===== config.mk =====
export PLATFORM = sky130hd
export DESIGN_NAME = ic3_cell
export DESIGN_NICKNAME = d
export VERILOG_FILES = /design/src/hw/rtl/ic3_pkg.sv /design/src/hw/rtl/ic3_cell.sv
export SDC_FILE = /design/constraint.sdc
export NUM_CORES = 1
export LEC_CHECK = 0
export BUFFER_PORTS_ARGS = -buffer_cell sky130_fd_sc_hd__buf_4
export CAP_MARGIN = 15
export CORE_ASPECT_RATIO = 0.6
export CORE_MARGIN = 10
export CORE_UTILIZATION = 40
export DETAILED_ROUTE_END_ITERATION = 10
export MAX_ROUTING_LAYER = met4
export PLACE_DENSITY = 0.63
export SYNTH_ARGS = -nofsm -noshare
export SYNTH_HDL_FRONTEND = slang
export SYNTH_SLANG_ARGS = --single-unit

===== constraint.sdc =====
create_clock -name clk -period 19.5 [get_ports clk]
set_input_delay 2.925 -clock clk [delete_from_list [all_inputs] [get_ports clk]]
set_output_delay 2.925 -clock clk [all_outputs]
set_load 0.005 [all_outputs]

===== src/hw/rtl/ic3_pkg.sv =====
// ic3_pkg: shared constants, types and helpers for the 3x3 convolution core.
// No dependencies. Used by every module of the block and by the checker.
package ic3_pkg;

  localparam int MAX_WIDTH   = 1024;
  localparam int MAX_HEIGHT  = 1024;
  localparam int COEF_BITS   = 16;
  localparam int COEF_STRIDE = 16;

  localparam int PIX_W     = 8;
  localparam int DIM_W     = 11;
  localparam int KROW_W    = 48;
  localparam int CFG_IDX_W = 3;
  localparam int COL_W     = $clog2(MAX_WIDTH);
  localparam int ROW_W     = $clog2(MAX_HEIGHT);
  localparam int CNT_W     = COL_W + ROW_W + 1;
  localparam int PROD_W    = PIX_W + COEF_BITS;
  localparam int CSUM_W    = PROD_W + 2;
  localparam int VAL_W     = 28;

  localparam logic [CFG_IDX_W-1:0] REG_IMAGE_WIDTH   = 3'd0;
  localparam logic [CFG_IDX_W-1:0] REG_IMAGE_HEIGHT  = 3'd1;
  localparam logic [CFG_IDX_W-1:0] REG_KERNEL_TOP    = 3'd2;
  localparam logic [CFG_IDX_W-1:0] REG_KERNEL_MID    = 3'd3;
  localparam logic [CFG_IDX_W-1:0] REG_KERNEL_BOTTOM = 3'd4;

  localparam logic ACT_PIXEL = 1'b0;
  localparam logic ACT_FLUSH = 1'b1;

  localparam logic [DIM_W-1:0]  DIM_RESET      = 11'd1024;
  localparam logic [KROW_W-1:0] KROW_RESET     = 48'd0;
  localparam logic [KROW_W-1:0] KROW_MID_RESET = 48'd4096;

  typedef logic [PIX_W-1:0]            pix_t;
  typedef logic signed [COEF_BITS-1:0] coef_t;

  // one window column, top row first
  typedef struct packed {
    pix_t older;
    pix_t prev;
    pix_t cur;
  } column_t;

  typedef struct packed {
    logic       col_ok;
    logic [2:0] row_ok;
  } tap_mask_t;

  typedef struct packed {
    logic             have;
    logic             last;
    logic [COL_W-1:0] x;
    logic [ROW_W-1:0] y;
    logic             xl_ok;
    logic             xr_ok;
    logic [2:0]       row_ok;
  } res_ctl_t;

  function automatic logic [DIM_W-1:0] clamp_dim(input logic [DIM_W-1:0] v,
                                                 input int unsigned maxv);
    logic [DIM_W-1:0] r;
    if (v == '0) begin
      r = DIM_W'(1);
    end else if (v > DIM_W'(maxv)) begin
      r = DIM_W'(maxv);
    end else begin
      r = v;
    end
    return r;
  endfunction

endpackage


===== src/hw/rtl/ic3_cell.sv =====
// ic3_cell: one window column cell; holds three samples, passes them on,
// and forms the masked column partial sum. Depends on ic3_pkg.
module ic3_cell import ic3_pkg::*; (
  input  logic                     clk,
  input  logic                     adv,
  input  logic                     shift,
  input  column_t                  col_i,
  input  tap_mask_t                mask,
  input  coef_t                    coef [3],
  output column_t                  col_o,
  output logic signed [CSUM_W-1:0] csum
);

  column_t                  col_r;
  logic signed [PROD_W-1:0] prod_r [3];
  logic signed [PROD_W-1:0] prod   [3];
  logic signed [CSUM_W-1:0] csum_r;
  pix_t                     smp    [3];

  assign smp[0] = col_r.older;
  assign smp[1] = col_r.prev;
  assign smp[2] = col_r.cur;

  always_comb begin
    logic signed [PROD_W:0] full;
    pix_t                   px_m;
    for (int j = 0; j < 3; j++) begin
      px_m    = (mask.col_ok && mask.row_ok[j]) ? smp[j] : '0;
      full    = $signed({1'b0, px_m}) * coef[j];
      prod[j] = $signed(full[PROD_W-1:0]);
    end
  end

  always_ff @(posedge clk) begin
    if (shift) begin
      col_r <= col_i;
    end
    if (adv) begin
      for (int j = 0; j < 3; j++) begin
        prod_r[j] <= prod[j];
      end
      csum_r <= CSUM_W'(prod_r[0]) + CSUM_W'(prod_r[1]) + CSUM_W'(prod_r[2]);
    end
  end

  assign col_o = col_r;
  assign csum  = csum_r;

endmodule


* Yosys cells after proc, flatten, opt, wreduce, memory -nomap -nowiden
Memories as Yosys holds them, arrays and structs flattened.
Cells that the tools add are included.
** Operators by class
- Reduce and logical (&&, ||, !) cells :: 3
- Muxes and demuxes :: 5
- Multipliers :: 3
- $add $sub $neg :: 2
** Operators with widths (number)
- $mul A9 B16 Y24 :: 3
- $add A25 B24 Y26 :: 1
- $add A24 B24 Y25 :: 1
- $mux W8 :: 3
- $logic_and A1 B1 Y1 :: 3
- $mux W1 :: 2
** Storage, ports and cells
- Memories :: 1
- RAM bits :: 72
- Bits of input ports :: 79
- Bits in registers :: 50
** Memory list
- prod_r :: words 3, width 24, rd ports 3, clocked after memory_dff 0, write ports 3, RTL line ic3_cell.sv:15 : logic signed [PROD_W-1:0] prod_r [3];

* Depth between registers and ports, before layout
Gate-level depths: netlist of run 1.
- Word-level depth :: 3
- Depth in mapped cells :: 23

* Worst setup path after synthesis of run 1
Ideal clock, no wire load.
- Kind :: input to register
- Start point :: input mask[3] in the netlist's numbering
- End point :: memory prod_r[0][45] in the netlist's numbering (data pin)
- Path slack :: 11.150 ns
- Library setup time :: 0.158 ns
- Required time :: 19.342 ns
- Arrival :: 8.192 ns
- Stages :: 21
- Path through :: clkbuf_1 clkbuf_1 and3_1 clkbuf_1 clkbuf_1 nand2_1 fa_1 inv_1 fa_1 fa_1 inv_1 fa_1 inv_1 ha_1 a21oi_1 nor2_1 a41oi_1 or3b_4 o221a_1 or4_1 o211ai_1
** RTL lines
- start: declaration :: RTL line ic3_cell.sv:8 : input tap_mask_t mask,
- end: declaration :: RTL line ic3_cell.sv:15

==> summary.md, run 1 <==
| Metric | Value |
|---|---|
| Initial DRC count | `roughly 1100` |
| Status | `completed` |
| RSZ-0062 raised after global routing | `no` |
| Post-synthesis compound-gate area fraction | `0.06589` |
| Number of max-cap violations | `0` |
| CTS buffer count | `17` |
| Crit path launch type | `input pin` |
| Vias in the first global route | `between 10000 and 15000` |
| 1st-pass router iterations | `5` |
| Synth Cell Area | `~19000 µm²` |
| Minimum clock period | `about 8100 ps` |
| Synth Warn # | `0` |
| Worst hold-check path type | `register to register` |
| Setup bufs post-CTS | `0` |
| CP cell instances | `buf_4 -> and3_1 -> nand2_1 -> fa_1 -> inv_1 -> fa_1 -> fa_1 -> inv_1 -> fa_1 -> inv_1 -> ha_1 -> a21o_1 -> nor4_1 -> o21ai_0 -> a21o_1 -> a21oi_1 -> or4b_1 -> o311ai_0` |
| Share of cells above drive strength 1 | `0.08111` |
| Clk slew on worst S/H paths | `approximately 60 ps` |
| Die Area | `approximately 57000 µm²` |
| Initial Utilization | `0.4065` |
| Area Growth Syn to Fin | `11.12%` |
| Most common cell after layout, fill and taps aside | `inv_1` |
| Residual DRC count | `0` |
| Achievable Freq | `between 0.1 and 0.15 GHz` |
| CTS Buffer Depth | `2` |
| Final setup fails | `0` |
| Critical path arrival | `approximately 8400 ps` |
| Number of fill cells in the layout | `4445` |
| # rows | `61` |
| CP max-delay cell | `and3_1` |
| Leakage | `10.63 nW` |
| Htree depth | `4` |
| Post-synthesis async set-or-reset flop share | `0` |
| Commonest cells after routing, fill and taps aside | `inv_1 (472), fa_1 (325), nand2_1 (227), and2_1 (178), ha_1 (165)` |
| Post-route ant nets | `0` |
| Latest clock arrival within the worst-skew pair | `approximately 440 ps` |
| Hold_buf cts | `0` |
| Worst setup EP type | `register` |
| Pin count of the biggest net entering global routing | `between 50 and 60` |
| Initial antenna violation count | `0` |
| Overflow after GRT | `0` |
| Via count | `around 13000` |
| Leading area contributor after synthesis | `fa_1` |
| Synth top area cells | `fa_1 (34%), edfxtp_1 (19%), ha_1 (11%), inv_1 (9.4%), and2_1 (5.9%)` |
| Root buffer cell | `clkbuf_16` |
| PwrDens | `about 74 nW/µm²` |
| Mux cell area share after synthesis | `0` |
| Die X | `about 300 µm` |
| Syn nets | `between 2000 and 3000` |
| Worst rel slew slack | `0.5245` |
| Final TNS setup | `0 ps` |
| Critical path's largest stage delay | `roughly 670 ps` |
| CP required | `between 15000 and 20000 ps` |
| VDD IR-drop max | `between 0.00005 and 0.00006 V` |
| Switching Fraction | `0.4101` |
| Routability Congestion | `about 0.86` |
| Largest family of logic cells by synthesized area | `adder cells` |
| Yosys reg bits | `roughly 120` |
| Final hold violations | `0` |
| Critical path class | `input pin to register` |
| Most used DFF post-synth | `edfxtp_1` |
| Synth Area in Simple Gates | `0.1421` |
| Clk sinks | `122` |
| Final worst path period share | `0.4174` |
| N_diodes | `0` |
| Sequential share of power | `0.279` |
| Register area share after synthesis | `0.1939` |
| Clock power share | `0.193` |
| Final Max Slew Viols | `0` |
| Drt total wl | `between 40 and 50 mm` |
| Cell count after synthesis | `between 1500 and 2000` |
| GRT Overall Usage | `0.1670` |
| Internal power | `approximately 0.00092 W` |
| Post-synth top area share | `0.3443` |
| CTS tree | `built` |
| Net total in the final layout | `2616` |
| Combinational share of power | `0.528` |
| Core box area | `around 46000 µm²` |
| Die height | `around 190 µm` |
| Setup Skew | `between 15 and 20 ps` |
| Hold WS | `752.9 ps` |
| Syn Area/Cell | `between 9 and 10 µm²` |
| Port Buffer Count | `128` |
| Post-synth EDFFs | `122` |
| Post-Synth Adder-Cell Area | `0.4536` |
| Top Ports | `around 130` |
| Crit path top cell by count | `fa_1` |
| Worst-path fanout max | `24` |
| Sw Pwr | `roughly 0.00064 W` |
| First-pass GRT wire length | `74.06 mm` |
| Detailed Place HPWL | `approximately 37 mm` |
| Worst Tran Pin Value | `slightly above 700 ps` |
| DR vias/cell | `between 4 and 5` |
| Resize count post-CTS | `0` |
| Post-synthesis xor/xnor area fraction | `0.03986` |
| Distinct cells, synth | `56` |
| Routed length per placed instance | `between 15 and 20 µm` |
==> cell usage after synthesis (2+ instances only) <==
| cell type | n |
|---|---|
| or4_1 | 3 |
| and2_1 | 178 |
| o21bai_1 | 10 |
| o31ai_1 | 2 |
| a2111oi_0 | 2 |
| a21oi_1 | 58 |
| o31a_1 | 3 |
| ha_1 | 165 |
| a41oi_1 | 4 |
| o41ai_1 | 2 |
| clkbuf_1 | 55 |
| nand4_1 | 3 |
| a31o_2 | 2 |
| o2111ai_1 | 2 |
| fa_1 | 325 |
| a21o_1 | 30 |
| inv_1 | 472 |
| nand2_1 | 227 |
| a311oi_1 | 2 |
| o21a_1 | 11 |
| edfxtp_1 | 122 |
| nand2b_1 | 6 |
| nor3_1 | 13 |
| o21ai_0 | 27 |
| xor2_1 | 23 |
| nor4_1 | 3 |
| a21boi_0 | 2 |
| nor2b_1 | 9 |
| nand3_1 | 17 |
| and3_1 | 30 |
| a211oi_1 | 3 |
| o211ai_1 | 5 |
| xnor2_1 | 63 |
| nor2_1 | 49 |
| a31oi_1 | 5 |
==> worst paths after layout <==
kind,from,to,slack [ps],cells after the start
worst max-delay path,mask[3],prod_r[0][69],11360,18
worst min-delay path,prod_r[0][49],csum[1],750,2
worst max register to register,col_o[0],prod_r[0][69],13860,17
worst min register to register,prod_r[0][49],csum[1],750,2
==> power groups by stage <==
stage | clock (W) | sequential [W] | combinational [W]
after floorplan | 0 | 0.000424 | 0.000564
after CTS | 0.000306 | 0.000437 | 0.000824
final | 0.000300 | 0.000435 | 0.000823
after detailed placement | 0 | 0.000442 | 0.000816
after global routing | 0.000317 | 0.000443 | 0.000932
after global placement | 0 | 0.000442 | 0.000799
==> cell families (layout without fill, tap and decap cells) <==
| family | after synthesis | in the layout |
|---|---|---|
| AOI/OAI and AO/OA | 186 | 186 |
| DFF | 122 | 122 |
| and+or+nand+nor | 543 | 543 |
| buffers and inverters | 527 | 632 |
| adders and majority gates | 490 | 490 |
| xor gates and xnor gates | 86 | 86 |
==> per-stage QoR <==
stage                     power [W]  std cells  utilization  cell area [µm²]  worst slack, ps
final                      0.001559       2689       0.4517            21000            11360
after global routing       0.001691       2689       0.4517            21000            11090
after CTS                  0.001567       2689       0.4517            21000            11410
after floorplan           0.0009879       1954            -            18900            11150
after detailed placement   0.001258       2658       0.4399            20450            10960
after global placement     0.001241       2658       0.4399            20450            11090
==> per-layer routing <==
layer  up-vias  track usage  part of all wire
li1       6190            -                 -
met1      6695       0.2490              0.50
met2       367       0.2329              0.42
met3        34      0.03148             0.065
met4         0      0.03092             0.015
met5         -            -                 0
==> worst max-delay path, delay by kind of cell <==
family	cells	cell delay, ps
buf+inv	4	470
fa+ha+maj	5	2500
compound gates	5	960
simple gates	4	1490
==> state kept, by name, indices dropped and copies added, names as in the netlist <==
register  cells
col_o        24
prod_r       72
csum         26
==> area by class of cell <==
cell class                 count  area, µm²  area share
inverter                     472       1772     0.08438
clock buffer                  19      432.9     0.02062
clock inverter                12      117.6    0.005602
timing repair buffer         129      968.4     0.04612
tap                          630      788.3     0.03754
multi-input combinational   1305      13250      0.6313
sequential                   122       3664      0.1745
(Power assumes the default switching activity.)
==> inputs of run 2 (changes only) <==
--- a/config.mk
+++ b/config.mk
@@ -5,6 +5,7 @@
 export SDC_FILE = /design/constraint.sdc
 export NUM_CORES = 1
 export LEC_CHECK = 0
+export ABC_AREA = 1
 export BUFFER_PORTS_ARGS = -buffer_cell sky130_fd_sc_hd__buf_4
 export CAP_MARGIN = 15
 export CORE_ASPECT_RATIO = 0.6
@@ -12,7 +13,7 @@
 export CORE_UTILIZATION = 40
 export DETAILED_ROUTE_END_ITERATION = 10
 export MAX_ROUTING_LAYER = met4
-export PLACE_DENSITY = 0.63
+export PLACE_DENSITY = 0.62
 export SYNTH_ARGS = -nofsm -noshare
 export SYNTH_HDL_FRONTEND = slang
 export SYNTH_SLANG_ARGS = --single-unit
==> constraint.sdc (replaced) <==
create_clock -name clk -period 8.4 [get_ports clk]
set_input_delay 1.26 -clock clk [delete_from_list [all_inputs] [get_ports clk]]
set_output_delay 1.26 -clock clk [all_outputs]
set_load 0.005 [all_outputs]
==> run 2 against run 1 <==
Via count grew 21%; sequential cell count is the same; critical endpoint is now prod_r[0][23]; critical path type unchanged; routed wire length grew 23%; cell count grew 25%.
==> summary.md, run 2 <==
| Metric | Value |
|---|---|
| Status | `completed` |
| Syn Area/Cell | `7.988 µm²` |
| Worst rel slew slack | `0.3755` |
| Cell count after synthesis | `2543` |
| CP max-delay cell | `nand2_1` |
| Worst R2R Path Depth | `20` |
| Worst Tran Pin Value | `around 940 ps` |
| Fin util | `0.4541` |
| Worst R2R Setup Slack | `about 3300 ps` |
| First-pass GRT wire length | `88.69 mm` |
| Critical path's largest stage delay | `between 500 and 600 ps` |
| CTS Buffer Depth | `2` |
| Worst-path fanout max | `11` |
| Final hold violations | `0` |
| Yosys reg bits | `about 120` |
| Resize count post-CTS | `0` |
| Detailed Place HPWL | `48.31 mm` |
| Syn nets | `~3100` |
| Register Area | `3664 µm²` |
| Leakage | `12.47 nW` |
| Commonest cells after routing, fill and taps aside | `inv_1 (670), nand2_1 (647), fa_1 (325), nor2_1 (265), ha_1 (165)` |
| Drt total wl | `54.45 mm` |
| Initial DRC count | `1216` |
| Share of cells above drive strength 1 | `0.08073` |
| Port Buffer Count | `roughly 130` |
| Synth Cell Area | `slightly above 20000 µm²` |
| Reg with most FFs | `prod_r` |
| Final worst path period share | `0.7027` |
| Die height | `about 190 µm` |
| Post-synth top area share | `0.3203` |
| Number of fill cells in the layout | `5045` |
| Worst hold-check path type | `register to register` |
| Critical path arrival | `about 6100 ps` |
| WP buf/inv | `7` |
| Number of max-cap violations | `0` |
| CTS buffer count | `17` |
| Net total in the final layout | `about 3200` |
| Critical path class | `input pin to register` |
| Crit path launch type | `input pin` |
| Hold depth | `2` |
| PwrDens | `about 180 nW/µm²` |
| Root buffer cell | `clkbuf_16` |
| Tot Pwr | `approximately 0.0041 W` |
| CP cell instances | `buf_4 -> nand2_1 -> clkinv_1 -> nand2_1 -> inv_1 -> nand2_1 -> fa_1 -> fa_1 -> inv_1 -> fa_1 -> inv_1 -> fa_1 -> inv_1 -> ha_1 -> nand2_1 -> nor2_1 -> and2_1 -> nand3_1 -> inv_1 -> nor2_1 -> nand2_1 -> nand2_1` |
| Final TNS setup | `0 ps` |
| Die X | `about 310 µm` |
| N_diodes | `0` |
| Die Area | `~60000 µm²` |
| Top Ports | `approximately 130` |
| Via count | `about 16000` |
| Post-synth EDFFs | `122` |
| Setup bufs post-CTS | `0` |
| 1st-pass router iterations | `5` |
| CTS tree | `built` |
| Synth top cells by count | `inv_1 (670), nand2_1 (647), fa_1 (325)` |
| Minimum clock period | `between 5000 and 6000 ps` |
| Overflow after GRT | `0` |
| Count leader, synth | `inv_1` |
| Residual DRC count | `0` |
| Most used DFF post-synth | `edfxtp_1` |
| Htree depth | `4` |
| Leading area contributor after synthesis | `fa_1` |
| Pin count of the biggest net entering global routing | `between 70 and 80` |
| Worst setup EP type | `register` |
| Final Max Slew Viols | `0` |
| Synth top area cells | `fa_1 (32%), edfxtp_1 (18%), inv_1 (12%), nand2_1 (12%), ha_1 (10%)` |
| Vias in the first global route | `about 16000` |
| Achievable Freq | `0.1694 GHz` |
| Max FFs per register | `a little over 70` |
| Clk slew on worst S/H paths | `~70 ps` |
| CP top delay family | `adder cells` |
| Clk sinks | `122` |
| CP required | `8610 ps` |
| DR vias/cell | `about 4.8` |
| # rows | `between 60 and 70` |
| Hold_buf cts | `0` |
| Routed length per placed instance | `roughly 16 µm` |
| GRT Overall Usage | `0.1886` |
| Crit path top cell by count | `nand2_1` |
| Core box area | `49820 µm²` |
| Critical path depth in cells | `22` |
| Initial Utilization | `0.4078` |
| Post-route ant nets | `0` |
| Final setup fails | `0` |
| RSZ-0062 raised after global routing | `no` |
| VDD IR-drop max | `0.0001699 V` |
| Distinct cells, synth | `32` |
| Routability Congestion | `0.9504` |
| Post-synthesis async set-or-reset flop share | `0` |
| Setup Skew | `about 18 ps` |
| Most common cell after layout, fill and taps aside | `inv_1` |
| Latest clock arrival within the worst-skew pair | `between 400 and 500 ps` |
| Synth Warn # | `0` |
| Area of the multi-input gates | `14000 µm²` |
| Initial antenna violation count | `0` |
| Area Growth Syn to Fin | `11.38%` |
| Register area share after synthesis | `0.1804` |
run 2: changes by cell type in the layout (fill, tap and decap cells not counted), moves of 13 or more:
cell	delta
a21o_1	-30
and2_1	-175
and3_1	-30
inv_1	+198
inv_2	+13
nand2_1	+420
nand2_2	+16
nand3_1	+73
nand4_1	+19
nor2_1	+216
xnor2_1	-52
xor2_1	+20
run 2: logic make-up after synthesis:
kind of cell,Yosys count,share of synthesized area
adders and majority gates,490,0.4219
DFF,122,0.1804
AOI/OAI and AO/OA,92,0.02408
and+or+nand+nor,1082,0.2197
buffers and inverters,703,0.1306
xor gates and xnor gates,54,0.02328
run 2: final timing paths:
kind,start,to
max,mask[3],prod_r[0][23]
min,prod_r[0][1],csum[1]
max reg2reg,col_o[12],prod_r[0][43]
min reg2reg,prod_r[0][1],csum[1]
run 2: routing by layer:
layer	global-route usage	part of all wire	vias to the layer above
met5	-	0	-
met4	0.02247	0.0059	0
met3	0.04959	0.090	18
met2	0.2414	0.38	543
met1	0.2943	0.53	7713
li1	-	-	7799
run 2: area by class of cell:
cell class	instances	share of cell area
Inverter	687	0.1140
Tap cell	682	0.03772
Clock buffer	17	0.01880
Timing Repair Buffer	129	0.04281
Multi-Input combinational cell	1718	0.6186
Clock inverter	15	0.006139
Sequential cell	122	0.1619
run 2: where the power goes:
group | switching, W | internal (W) | leakage, nW
registers | 0.0000782 | 0.000907 | 1.22
logic | 0.00151 | 0.000830 | 11.0
clock network | 0.000323 | 0.000411 | 0.265
total | 0.00191 | 0.00215 | 12.5
run 2: worst register-to-register path, delay by kind of cell (launching register included):
kind,cells,cell delay (ps)
fa+ha+maj,5,2310
simple gates,10,1450
buf+inv,5,630
flops,1,440
run 2: metrics by stage:
stage | cells | area, µm² | worst slack [ps] | hold slack (ps)
floorplan | 2543 | 20310 | 3092 | 640.8
global placement | 3338 | 22060 | 2024 | 761.9
detailed placement | 3338 | 22060 | 2083 | 770.6
CTS | 3370 | 22620 | 2562 | 792.6
global route | 3370 | 22620 | 2184 | 796.6
finish | 3370 | 22620 | 2497 | 782.6
